File: src/sv/pdfk_pkg.sv
package pdfk_pkg;

   // Receive phases of the deframer.
   typedef enum logic [2:0] {
      PH_HUNT   = 3'd0,
      PH_LEN_LO = 3'd1,
      PH_LEN_HI = 3'd2,
      PH_DATA   = 3'd3,
      PH_CRC_LO = 3'd4,
      PH_CRC_HI = 3'd5
   } phase_type;

   // Result status codes.
   typedef enum logic [2:0] {
      ST_NONE    = 3'd0,
      ST_BUSY    = 3'd1,
      ST_OK      = 3'd2,
      ST_NODELIM = 3'd3,
      ST_SIZE    = 3'd4,
      ST_CRC     = 3'd5
   } status_type;

   // Configuration register indexes.
   localparam logic [1:0] CSR_DELIMITER   = 2'd0;
   localparam logic [1:0] CSR_MAX_PAYLOAD = 2'd1;
   localparam logic [1:0] CSR_CRC_ENABLE  = 2'd2;

   localparam int unsigned CSR_INDEX_W = 2;
   localparam int unsigned CSR_DATA_W  = 16;

   // Reflected CRC-16/KERMIT polynomial.
   localparam logic [15:0] KERMIT_POLY = 16'h8408;

   // Reset values of the configuration registers.
   localparam logic [7:0]  DELIMITER_RST   = 8'd0;
   localparam logic [15:0] MAX_PAYLOAD_RST = 16'd65530;
   localparam logic        CRC_ENABLE_RST  = 1'b1;

   // Configuration as seen by the frame logic.
   typedef struct packed {
      logic [7:0]  delimiter;
      logic [15:0] max_payload;
      logic        crc_enable;
   } cfg_type;

   // One result item.
   typedef struct packed {
      status_type  status;
      logic        data_valid;
      logic [7:0]  data_byte;
      logic [15:0] payload_index;
      logic [15:0] frame_length;
   } result_type;

   // One byte through the reflected CRC, one bit per step.
   function automatic logic [15:0] kermit_update(input logic [15:0] crc, input logic [7:0] b);
      logic [15:0] c;
      c = crc ^ {8'd0, b};
      for (int i = 0; i < 8; i++) begin
         if (c[0]) begin
            c = (c >> 1) ^ KERMIT_POLY;
         end else begin
            c = c >> 1;
         end
      end
      return c;
   endfunction

endpackage

File: src/sv/pdfk_if.sv
// Input channel: one received byte per transfer.
interface pdfk_req_if;
   logic       valid;
   logic       ready;
   logic [7:0] rx_byte;

   modport source (output valid, output rx_byte, input ready);
   modport sink (input valid, input rx_byte, output ready);
endinterface

// Result channel: one result per transfer.
interface pdfk_rsp_if;
   logic                  valid;
   logic                  ready;
   pdfk_pkg::status_type  status;
   logic                  data_valid;
   logic [7:0]            data_byte;
   logic [15:0]           payload_index;
   logic [15:0]           frame_length;

   modport source (output valid, output status, output data_valid, output data_byte,
                   output payload_index, output frame_length, input ready);
   modport sink (input valid, input status, input data_valid, input data_byte,
                 input payload_index, input frame_length, output ready);
endinterface

File: src/sv/pdfk_frame.sv
// Frame state machine and CRC accumulator. Works out the result for the byte
// presented and advances the frame state when step is high.
module pdfk_frame (
   input  logic                 clock,
   input  logic                 reset,
   input  logic                 step,
   input  logic [7:0]           rx_byte,
   input  pdfk_pkg::cfg_type    cfg,
   output pdfk_pkg::result_type result
);

   pdfk_pkg::phase_type phase_ff, phase_in;
   logic [15:0] size_ff, size_in;
   logic [15:0] count_ff, count_in;
   logic [15:0] crc_ff, crc_in;
   logic [7:0]  crc_low_ff, crc_low_in;

   logic [15:0] full_len;
   logic [15:0] count_inc;
   logic        too_long;
   logic        done_payload;
   logic        crc_match;

   // Shared decisions for both the next state and the outputs.
   assign full_len  = {rx_byte, size_ff[7:0]};
   assign count_inc = count_ff + 16'd1;
   assign too_long  = full_len > cfg.max_payload;
   assign crc_match = {rx_byte, crc_low_ff} == crc_ff;

   always_comb begin
      case (phase_ff)
         pdfk_pkg::PH_LEN_HI: done_payload = !too_long && (full_len == 16'd0);
         pdfk_pkg::PH_DATA:   done_payload = count_inc >= size_ff;
         default:             done_payload = 1'b0;
      endcase
   end

   // Next phase.
   always_comb begin
      phase_in = phase_ff;
      unique case (phase_ff)
         pdfk_pkg::PH_LEN_LO: phase_in = pdfk_pkg::PH_LEN_HI;
         pdfk_pkg::PH_LEN_HI: phase_in = too_long ? pdfk_pkg::PH_HUNT : pdfk_pkg::PH_DATA;
         pdfk_pkg::PH_DATA:   phase_in = pdfk_pkg::PH_DATA;
         pdfk_pkg::PH_CRC_LO: phase_in = pdfk_pkg::PH_CRC_HI;
         pdfk_pkg::PH_CRC_HI: phase_in = pdfk_pkg::PH_HUNT;
         default: begin
            phase_in = (rx_byte == cfg.delimiter) ? pdfk_pkg::PH_LEN_LO : pdfk_pkg::PH_HUNT;
         end
      endcase
      if (done_payload) begin
         phase_in = cfg.crc_enable ? pdfk_pkg::PH_CRC_LO : pdfk_pkg::PH_HUNT;
      end
   end

   // Datapath registers and result fields.
   always_comb begin
      size_in              = size_ff;
      count_in             = count_ff;
      crc_in               = crc_ff;
      crc_low_in           = crc_low_ff;
      result.status        = pdfk_pkg::ST_NONE;
      result.data_valid    = 1'b0;
      result.data_byte     = 8'd0;
      result.payload_index = 16'd0;
      result.frame_length  = 16'd0;
      unique case (phase_ff)
         pdfk_pkg::PH_LEN_LO: begin
            size_in       = {8'd0, rx_byte};
            result.status = pdfk_pkg::ST_BUSY;
         end
         pdfk_pkg::PH_LEN_HI: begin
            if (too_long) begin
               size_in       = 16'd0;
               result.status = pdfk_pkg::ST_SIZE;
            end else begin
               size_in       = full_len;
               count_in      = 16'd0;
               crc_in        = 16'd0;
               result.status = pdfk_pkg::ST_BUSY;
            end
         end
         pdfk_pkg::PH_DATA: begin
            result.data_valid    = 1'b1;
            result.data_byte     = rx_byte;
            result.payload_index = count_ff;
            crc_in               = pdfk_pkg::kermit_update(crc_ff, rx_byte);
            count_in             = count_inc;
            result.status        = pdfk_pkg::ST_BUSY;
         end
         pdfk_pkg::PH_CRC_LO: begin
            crc_low_in    = rx_byte;
            result.status = pdfk_pkg::ST_BUSY;
         end
         pdfk_pkg::PH_CRC_HI: begin
            if (crc_match) begin
               result.status       = pdfk_pkg::ST_OK;
               result.frame_length = size_ff;
            end else begin
               result.status = pdfk_pkg::ST_CRC;
               size_in       = 16'd0;
            end
         end
         default: begin
            result.status = (rx_byte == cfg.delimiter) ? pdfk_pkg::ST_BUSY
                                                       : pdfk_pkg::ST_NODELIM;
         end
      endcase
      // End of payload: either wait for the CRC or finish here.
      if (done_payload) begin
         if (cfg.crc_enable) begin
            result.status = pdfk_pkg::ST_BUSY;
         end else begin
            result.status       = pdfk_pkg::ST_OK;
            result.frame_length = size_in;
         end
      end
   end

   // State registers, advanced once per transfer.
   always_ff @(posedge clock) begin
      if (reset) begin
         phase_ff   <= pdfk_pkg::PH_HUNT;
         size_ff    <= 16'd0;
         count_ff   <= 16'd0;
         crc_ff     <= 16'd0;
         crc_low_ff <= 8'd0;
      end else if (step) begin
         phase_ff   <= phase_in;
         size_ff    <= size_in;
         count_ff   <= count_in;
         crc_ff     <= crc_in;
         crc_low_ff <= crc_low_in;
      end
   end

endmodule

File: src/sv/packet_deframer_crc16_kermit.sv
// Receives a byte stream, one byte per transfer, and returns exactly one result
// per byte. A frame is the delimiter byte, a 16-bit little-endian payload
// length, the payload and, when crc_enable is set, a CRC-16/KERMIT over the
// payload, low byte first. Payload bytes come out with data_valid and their
// index; the consumer should keep them until a success status arrives, since
// a size or CRC failure discards the frame. The block takes one byte every
// clock cycle when the result side keeps up; each byte is first held in the
// input register while the byte-wide CRC update and state step work out its
// result, which is then loaded into the result register that drives the
// outputs once that register is empty or drained.
// Configuration writes should be made while no bytes are in flight.
module packet_deframer_crc16_kermit (
   input  logic                                clock,
   input  logic                                reset,
   pdfk_req_if.sink                            req_chan,
   pdfk_rsp_if.source                          rsp_chan,
   input  logic                                csr_we,
   input  logic [pdfk_pkg::CSR_INDEX_W-1:0]    csr_index,
   input  logic [pdfk_pkg::CSR_DATA_W-1:0]     csr_wdata
);

   pdfk_pkg::cfg_type    cfg_ff;
   pdfk_pkg::result_type result;
   pdfk_pkg::result_type rsp_ff;

   logic       in_vld_ff;
   logic [7:0] in_byte_ff;
   logic       rsp_vld_ff;
   logic       advance;
   logic       step;

   // Configuration registers.
   always_ff @(posedge clock) begin
      if (reset) begin
         cfg_ff.delimiter   <= pdfk_pkg::DELIMITER_RST;
         cfg_ff.max_payload <= pdfk_pkg::MAX_PAYLOAD_RST;
         cfg_ff.crc_enable  <= pdfk_pkg::CRC_ENABLE_RST;
      end else if (csr_we) begin
         unique case (csr_index)
            pdfk_pkg::CSR_DELIMITER:   cfg_ff.delimiter   <= csr_wdata[7:0];
            pdfk_pkg::CSR_MAX_PAYLOAD: cfg_ff.max_payload <= csr_wdata[15:0];
            pdfk_pkg::CSR_CRC_ENABLE:  cfg_ff.crc_enable  <= csr_wdata[0];
            default: ;
         endcase
      end
   end

   // Pipeline flow: the result register takes a new value when empty or drained.
   assign advance        = !rsp_vld_ff || rsp_chan.ready;
   assign step           = in_vld_ff && advance;
   assign req_chan.ready = !in_vld_ff || advance;

   // Input register.
   always_ff @(posedge clock) begin
      if (reset) begin
         in_vld_ff <= 1'b0;
      end else if (req_chan.ready) begin
         in_vld_ff <= req_chan.valid;
      end
   end

   always_ff @(posedge clock) begin
      if (req_chan.ready && req_chan.valid) begin
         in_byte_ff <= req_chan.rx_byte;
      end
   end

   pdfk_frame u_frame (
      .clock   (clock),
      .reset   (reset),
      .step    (step),
      .rx_byte (in_byte_ff),
      .cfg     (cfg_ff),
      .result  (result)
   );

   // Result register.
   always_ff @(posedge clock) begin
      if (reset) begin
         rsp_vld_ff <= 1'b0;
      end else if (advance) begin
         rsp_vld_ff <= in_vld_ff;
      end
   end

   always_ff @(posedge clock) begin
      if (step) begin
         rsp_ff <= result;
      end
   end

   assign rsp_chan.valid         = rsp_vld_ff;
   assign rsp_chan.status        = rsp_ff.status;
   assign rsp_chan.data_valid    = rsp_ff.data_valid;
   assign rsp_chan.data_byte     = rsp_ff.data_byte;
   assign rsp_chan.payload_index = rsp_ff.payload_index;
   assign rsp_chan.frame_length  = rsp_ff.frame_length;

endmodule

File: src/flat_wrapper.sv
// flat-port wrapper written by rule: the top's interface ports become plain ports
module packet_deframer_crc16_kermit_flat 
  (clock, reset, csr_we, csr_index, csr_wdata, req_chan_valid, req_chan_rx_byte, req_chan_ready, rsp_chan_valid, rsp_chan_status, rsp_chan_data_valid, rsp_chan_data_byte, rsp_chan_payload_index, rsp_chan_frame_length, rsp_chan_ready);
  pdfk_req_if req_chan_i ();
  pdfk_rsp_if rsp_chan_i ();
  input  logic clock;
  input  logic reset;
  input  logic csr_we;
  input  logic [pdfk_pkg::CSR_INDEX_W-1:0] csr_index;
  input  logic [pdfk_pkg::CSR_DATA_W-1:0] csr_wdata;
  input wire logic [$bits(req_chan_i.valid)-1:0] req_chan_valid;
  input wire logic [$bits(req_chan_i.rx_byte)-1:0] req_chan_rx_byte;
  output wire logic [$bits(req_chan_i.ready)-1:0] req_chan_ready;
  output wire logic [$bits(rsp_chan_i.valid)-1:0] rsp_chan_valid;
  output wire logic [$bits(rsp_chan_i.status)-1:0] rsp_chan_status;
  output wire logic [$bits(rsp_chan_i.data_valid)-1:0] rsp_chan_data_valid;
  output wire logic [$bits(rsp_chan_i.data_byte)-1:0] rsp_chan_data_byte;
  output wire logic [$bits(rsp_chan_i.payload_index)-1:0] rsp_chan_payload_index;
  output wire logic [$bits(rsp_chan_i.frame_length)-1:0] rsp_chan_frame_length;
  input wire logic [$bits(rsp_chan_i.ready)-1:0] rsp_chan_ready;
  assign req_chan_i.valid = req_chan_valid;
  assign req_chan_i.rx_byte = req_chan_rx_byte;
  assign req_chan_ready = req_chan_i.ready;
  assign rsp_chan_valid = rsp_chan_i.valid;
  assign rsp_chan_status = rsp_chan_i.status;
  assign rsp_chan_data_valid = rsp_chan_i.data_valid;
  assign rsp_chan_data_byte = rsp_chan_i.data_byte;
  assign rsp_chan_payload_index = rsp_chan_i.payload_index;
  assign rsp_chan_frame_length = rsp_chan_i.frame_length;
  assign rsp_chan_i.ready = rsp_chan_ready;
  packet_deframer_crc16_kermit u_core (.clock(clock), .reset(reset), .req_chan(req_chan_i), .rsp_chan(rsp_chan_i), .csr_we(csr_we), .csr_index(csr_index), .csr_wdata(csr_wdata));
endmodule
File: config.mk
export PLATFORM = sky130hd
export DESIGN_NAME = packet_deframer_crc16_kermit_flat
export DESIGN_NICKNAME = d
export VERILOG_FILES = /design/src/sv/pdfk_pkg.sv /design/src/sv/pdfk_if.sv /design/src/sv/pdfk_frame.sv /design/src/sv/packet_deframer_crc16_kermit.sv /design/src/flat_wrapper.sv
export SDC_FILE = /design/constraint.sdc
export NUM_CORES = 1
export LEC_CHECK = 0
export ABC_AREA = 0
export BUFFER_PORTS_ARGS = -buffer_cell sky130_fd_sc_hd__buf_2
export CAP_MARGIN = 10
export CORE_MARGIN = 2
export CORE_UTILIZATION = 59
export CTS_CLUSTER_SIZE = 10
export DETAILED_ROUTE_END_ITERATION = 12
export PLACE_DENSITY_LB_ADDON = 0.25
export REMOVE_ABC_BUFFERS = 1
export SYNTH_ARGS = -nofsm -noshare
export SYNTH_HDL_FRONTEND = slang
export SYNTH_SLANG_ARGS = --single-unit
export TNS_END_PERCENT = 100
File: constraint.sdc
create_clock -name clock -period 3.8 [get_ports clock]
set_input_delay 0.76 -clock clock [delete_from_list [all_inputs] [get_ports clock]]
set_output_delay 0.76 -clock clock [all_outputs]
set_load 0.1 [all_outputs]
==> results of run 1 <==
synthesized netlist by cell type, drive strengths merged, types with 2 or more instances:
library cell,count
o21a,2
or2,2
a21o,3
ha,33
nand2b,5
buf,14
nand3,11
clkbuf,25
a2111oi,4
a211oi,2
and3,27
mux2i,20
a22o,16
nor2b,4
a2bb2oi,2
nand4,24
and2,5
nand3b,2
xnor2,43
nand2,37
or3,3
nor3,9
xor2,19
edfxtp,52
a21oi,31
a22oi,14
o21ai,12
nor4,10
nor2,82
inv,36
a211o,14
a32o,2
dfxtp,86
critical path: cells and delay by family, from the launching register on:
family,cells,cell delay (ns)
AOI/OAI and AO/OA,3,0.55
xor gates and xnor gates,1,0.17
adders and majority gates,1,0.33
DFF,1,0.41
and+or+nand+nor,8,1.79
flip-flops by register name (all words and copies together), names as in the netlist:
signal                         count
u_core.cfg_ff                     25
u_core.rsp_chan.frame_length      16
u_core.rsp_chan.payload_index     16
u_core.u_frame.count_ff           16
u_core.u_frame.crc_ff             16
u_core.u_frame.size_ff            16
u_core.in_byte_ff                  8
u_core.rsp_chan.data_byte          8
u_core.u_frame.crc_low_ff          8
u_core.rsp_chan.status             3
u_core.u_frame.phase_ff            3
u_core.in_vld_ff                   1
u_core.rsp_chan.data_valid         1
u_core.rsp_chan.valid              1
area by class of cell:
type / count / area [µm²]
clock buffers: 20 / 447
clock inverters: 12 / 146
fillers: 762 / 3160
inverters: 37 / 139
multi-input cells: 448 / 3120
flip-flops and latches: 138 / 3290
well taps: 140 / 175
repair buffers: 93 / 508
worst max path at each step:
| stage | to | cells after the start |
|---|---|---|
| floorplan | u_core.u_frame.crc_ff[12] | 7 |
| global placement | u_core.rsp_chan.status[0] | 14 |
| detailed placement | u_core.rsp_chan.status[0] | 14 |
| CTS | u_core.rsp_chan.status[0] | 14 |
| global route | u_core.rsp_chan.status[0] | 13 |
| finish | u_core.rsp_chan.status[0] | 13 |
routing by layer:
metal	GRT usage, %	vias up
met2	44.9	208
met4	10.2	0
met5	0	-
met3	4.65	35
li1	-	2493
met1	31.7	2464
cells by family after synthesis:
| family | Yosys count | share of synthesized area, % |
|---|---|---|
| simple gates | 226 | 16.9 |
| flops | 138 | 48.9 |
| compound gates | 107 | 12.2 |
| buf+inv | 76 | 4.84 |
| xor+xnor | 62 | 8.08 |
| fa+ha+maj | 33 | 6.15 |
| mux | 20 | 2.98 |
through the flow:
step / hold WS [ns] / area, µm² / instances
2_1_floorplan: 0.430 / 6530 / 623
3_3_place_gp: 0.452 / 7220 / 856
3_5_place_dp: 0.461 / 7220 / 856
4_1_cts: 0.469 / 7810 / 888
5_1_grt: 0.489 / 7820 / 888
6_report: 0.468 / 7820 / 888
timing repair:
action                                 4_1_cts  5_1_grt
endpoints found under the hold margin        0        0
gates resized for setup                      0        4
setup endpoints to repair                    0        9
placed cells by master, fill, tap and decap left out, types with 3 or more instances in the layout:
cell type / n
dfxtp_1: 84
nor2_1: 81
buf_2: 76
edfxtp_1: 52
xnor2_1: 43
nand2_1: 36
inv_1: 35
ha_1: 32
a21oi_1: 31
and3_1: 27
nand4_1: 24
mux2i_1: 20
xor2_1: 19
clkbuf_16: 17
buf_4: 17
a22o_1: 16
a22oi_1: 14
a211o_1: 14
nand3_1: 10
nor3_1: 9
o21ai_0: 9
nor4_1: 7
nand2b_1: 5
nor2b_1: 4
a21o_1: 3
or3_1: 3
nor4_2: 3
and2_1: 3
o21ai_1: 3
clkinv_2: 3
bufinv_16: 3
power breakdown:
part	leakage (µW)	total (µW)	switching, µW	internal (µW)
sequential	0.00118	1580	14.6	1570
combinational	0.00178	330	252	77.1
clock	0.000290	1670	621	1050
==> flow_metrics.py, run 1 <==
metrics = {
    "synth": {
        "synth-warning-count": 0,
        "async_flop_share_pct": 0,
        "synth_seq_cells": 138,
        "syn_area_um2": 6720,
        "synth_top_area_share_pct": 25.6,
        "synth_ff_type": "dfxtp_1",
        "syn_area_per_cell_um2": 10.1,
        "synth-edff-count": 52,
        "ys_top_cells_by_area": "dfxtp_1, edfxtp_1, ha_1",
        "synthCells": 662,
        "yosysTopAreaCell": "dfxtp_1",
        "ys_seq_area_share_pct": 48.9,
        "synth.distinct_cells": 55,
    },
    "setup_path": {
        "required_ns": 3.97,
        "path_cells": "and3_1 -> and3_1 -> and3_1 -> nand4_1 -> xnor2_1 -> ha_1 -> nand4_1 -> or3_1 -> nor4_1 -> o41ai_1 -> o21a_1 -> o21a_1 -> and2_4",
        "slowest_delay_ns": 0.41,
        "ff2ff_path_depth": 13,
        "cp-end-kind": "register",
        "startpoint": "u_core.u_frame.count_ff[3]",
        "crit_top_cell": "and3_1",
        "arrival_ns": 3.65,
        "reg2reg_from": "u_core.u_frame.count_ff[3]",
        "worst-setup-path-type": "register to register",
        "path_max_fanout": 9,
        "worst_setup_path_start_kind": "register",
        "worstReg2RegEnd": "u_core.rsp_chan.status[0]",
        "crit_slowest_cell": "dfxtp_1",
        "regToRegSetupSlack_ns": 0.32,
    },
    "placed_design": {
        "routabilityCongestion": 0.904,
        "port_buffers": 76,
        "pre_cts_ws_ns": 0.253,
        "dp_hpwl_mm": 10.7,
    },
    "min_path": {
        "worstHoldEndpoint": "u_core.cfg_ff[1]",
        "hold-path-cell-count": 2,
        "hold_path_class": "register to register",
        "worstHoldStart": "u_core.cfg_ff[1]",
    },
    "sta": {
        "slew_viol_final": 0,
        "finalSetupTns_ns": 0,
        "max-slew-margin-rel_pct": 32.7,
        "fmax_mhz": 288,
        "final.setup_skew_ns": 0.00689,
        "worst_slack_ns": 0.324,
        "rsz0062_at_grt": "false",
        "min_period_ns": 3.48,
        "setup_viol": 0,
        "hold_violations": 0,
        "tightest_slew_ns": 1.01,
        "finalCritPeriodShare_pct": 91.5,
    },
    "global_route": {
        "antenna_found_initial": 0,
        "grt_pass1_wl_mm": 25.3,
        "grt_pass1_vias": 5100,
        "overflow": 0,
        "grt_usage_pct": 25.7,
        "grt_start_max_net_pins": 46,
    },
    "cts": {
        "post_cts_buffers": 0,
        "htreeDepth": 4,
        "cts_tree": "built",
        "clock_latency_ns": 0.42,
        "cts_buffers": 17,
        "cts_root_buffer": "clkbuf_16",
        "cts_sinks": 138,
        "cts-hold-fix-buffers": 0,
        "clkTransAtPathRegs_ns": 0.06,
        "clockBufferDepth": 2,
    },
    "final_layout": {
        "utilization_pct": 71.2,
        "antenna_cells": 0,
        "area_growth_pct": 16.4,
        "nets": 799,
        "layout-drive-gt1-share_pct": 19.1,
    },
    "pwr": {
        "power_density_nw_per_um2": 458,
        "p_leak_uw": 0.00325,
        "power_uw": 3580,
        "ir_worst_vdd_uv": 249,
    },
    "routing": {
        "highest_layer": "met4",
        "m1WireLength_mm": 6.50,
        "dr.pass1.iters": 5,
        "wl_per_cell_um": 17.5,
        "post-route-drc-count": 0,
        "drtAntennaViolNets": 0,
        "wl_met3_um": 768,
        "dr_total_vias": 5200,
        "wl_mm": 15.6,
        "vias_per_cell": 5.86,
        "routed-wl-met2_mm": 7.92,
        "initialDrtViolationCount": 397,
    },
    "run_status": {
        "status": "finished, final reports clean",
    },
    "floorplan": {
        "initial_core_util_pct": 61.2,
        "rows": 38,
        "ioPinCount": 77,
        "die_height_um": 111,
        "dieArea_um2": 12300,
        "core-area_um2": 11000,
        "die_w_um": 111,
    },
    "run": {
        "drv_cap": 0,
    },
}
No activity file was read; power rests on OpenSTA's default activity.
==> run 2, diff against run 1 <==
--- a/config.mk
+++ b/config.mk
@@ -6,8 +6,10 @@
 export NUM_CORES = 1
 export LEC_CHECK = 0
 export ABC_AREA = 0
+export ABC_CLOCK_PERIOD_IN_PS = 3800
 export BUFFER_PORTS_ARGS = -buffer_cell sky130_fd_sc_hd__buf_2
 export CAP_MARGIN = 10
+export CORE_ASPECT_RATIO = 1.4
 export CORE_MARGIN = 2
 export CORE_UTILIZATION = 59
 export CTS_CLUSTER_SIZE = 10
==> run 2 against run 1 <==
Net effect:
- final cell count rose by 0.56%
- register-to-register slack got worse by 0.09 ns
- wire length fell by 0.51%
- sequential share of layout area fell by 0.32 points
- critical path depth did not move
- final area rose by 0.72%
- hold slack improved by 0.0036 ns
- setup slack got worse by 0.086 ns
==> flow_metrics.py, run 2 (synthesized netlist as in run 1, its figures left out) <==
metrics = {
    "global_route": {
        "grt_start_max_net_pins": 72,
        "grt_pass1_wl_mm": 24.7,
        "overflow": 0,
        "antenna_found_initial": 0,
        "grt_pass1_vias": 4976,
        "grt_usage_pct": 26.4,
    },
    "final_layout": {
        "largest_reg_flops": 25,
        "nFillCells": 838,
        "antenna_cells": 0,
        "layout_commonest_cell": "dfxtp_1",
        "most-common-layout-cells": "dfxtp_1, nor2_1, buf_2",
        "top_register": "u_core.cfg_ff",
        "nets": 800,
        "area_growth_pct": 17.2,
        "layout-drive-gt1-share_pct": 19.5,
    },
    "cts": {
        "clock_latency_ns": 0.42,
        "cts_root_buffer": "clkbuf_16",
        "clkTransAtPathRegs_ns": 0.06,
        "cts_buffers": 17,
        "cts_tree": "built",
        "post_cts_buffers": 0,
        "htreeDepth": 4,
        "clockBufferDepth": 2,
        "cts_sinks": 138,
    },
    "floorplan": {
        "dieArea_um2": 12300,
        "die_height_um": 130,
        "die_w_um": 94.2,
        "core-area_um2": 11200,
        "ioPinCount": 77,
        "rows": 46,
        "initial_core_util_pct": 59.9,
    },
    "placed_design": {
        "dp_hpwl_mm": 10.6,
        "port_buffers": 76,
        "routabilityCongestion": 0.960,
    },
    "sta": {
        "hold_violations": 0,
        "finalSetupTns_ns": 0,
        "fmax_mhz": 281,
        "min_period_ns": 3.56,
        "final.setup_skew_ns": 0.00590,
        "finalCritPeriodShare_pct": 93.7,
        "max-slew-margin-rel_pct": 33.2,
        "tightest_slew_ns": 1.00,
        "rsz0062_at_grt": "false",
        "slew_viol_final": 0,
        "setup_viol": 0,
    },
    "routing": {
        "post-route-drc-count": 0,
        "dr_total_vias": 5212,
        "wl_mm": 15.5,
        "dr.pass1.iters": 5,
        "vias_per_cell": 5.84,
        "drtAntennaViolNets": 0,
        "initialDrtViolationCount": 411,
        "wl_per_cell_um": 17.3,
    },
    "setup_path": {
        "crit_slowest_cell": "dfxtp_1",
        "path_max_fanout": 9,
        "worst_setup_path_start_kind": "register",
        "slowest_delay_ns": 0.39,
        "path_cells": "and3_1 -> and3_1 -> and3_1 -> nand4_1 -> xnor2_1 -> ha_1 -> nand4_1 -> or3_1 -> nor4_1 -> o41ai_1 -> o21a_1 -> o21a_1 -> and2_4",
        "cp-end-kind": "register",
        "crit_top_cell": "and3_1",
        "required_ns": 3.98,
        "arrival_ns": 3.74,
        "worst-setup-path-type": "register to register",
    },
    "pwr": {
        "power_density_nw_per_um2": 469,
        "p_leak_uw": 0.00328,
        "ir_worst_vdd_uv": 366,
        "power_uw": 3690,
    },
    "run_status": {
        "status": "finished, final reports clean",
    },
    "min_path": {
        "hold_path_class": "register to register",
    },
    "run": {
        "drv_cap": 0,
    },
}
[run 2: worst paths after layout]
kind	start	to	slack, ns	depth (start not counted)
worst min register to register	u_core.cfg_ff[1]	u_core.cfg_ff[1]	0.47	2
worst max-delay path	u_core.u_frame.count_ff[3]	u_core.rsp_chan.status[0]	0.24	13
worst min-delay path	u_core.cfg_ff[1]	u_core.cfg_ff[1]	0.47	2
worst max register to register	u_core.u_frame.count_ff[3]	u_core.rsp_chan.status[0]	0.24	13
[run 2: what timing repair did]
| action | 4_1_cts | 5_1_grt |
|---|---|---|
| endpoints found under the setup margin | 0 | 5 |
| hold buffers | 0 | 0 |
| resized for setup | 0 | 2 |
[run 2: power by group]
group / switching (µW) / internal [µW]
Clock: 642 / 1140
Sequential: 11.1 / 1570
Combinational: 255 / 77.7
[run 2: metrics by stage]
stage                     setup WS, ns  instance area, µm²  hold slack, ns  utilization (%)  cells
after CTS                        0.213                7870           0.474             70.1    893
after floorplan                -0.0205                6530           0.430                -    623
after global placement           0.427                7230           0.449             64.4    861
after detailed placement         0.265                7230           0.461             64.4    861
after global routing           0.00558                7880           0.494             70.2    893
final                            0.238                7880           0.472             70.2    893
[run 2: routing by layer]
metal  vias to the layer above  GRT usage [%]  part of all wire, %
li1                       2502              -                    -
met1                      2472           30.6                   38
met2                       201           46.3                   53
met3                        37           6.24                  5.6
met4                         0           11.6                  3.2
met5                         -              0                    0
[run 2: cell type report]
class	instances	area [µm²]	area share (%)
flip-flops and latches	138	3280	41.7
multi-input cells	448	3120	39.6
repair buffers	94	515	6.55
clock buffers	18	450	5.72
clock inverters	14	190	2.41
well taps	144	180	2.29
inverters	37	139	1.76
[run 2: critical path, delay by kind of cell (launching register included)]
kind,cells,cell delay [ns]
compound gates,3,0.59
xor+xnor,1,0.18
fa+ha+maj,1,0.34
simple gates,8,1.81
flops,1,0.39
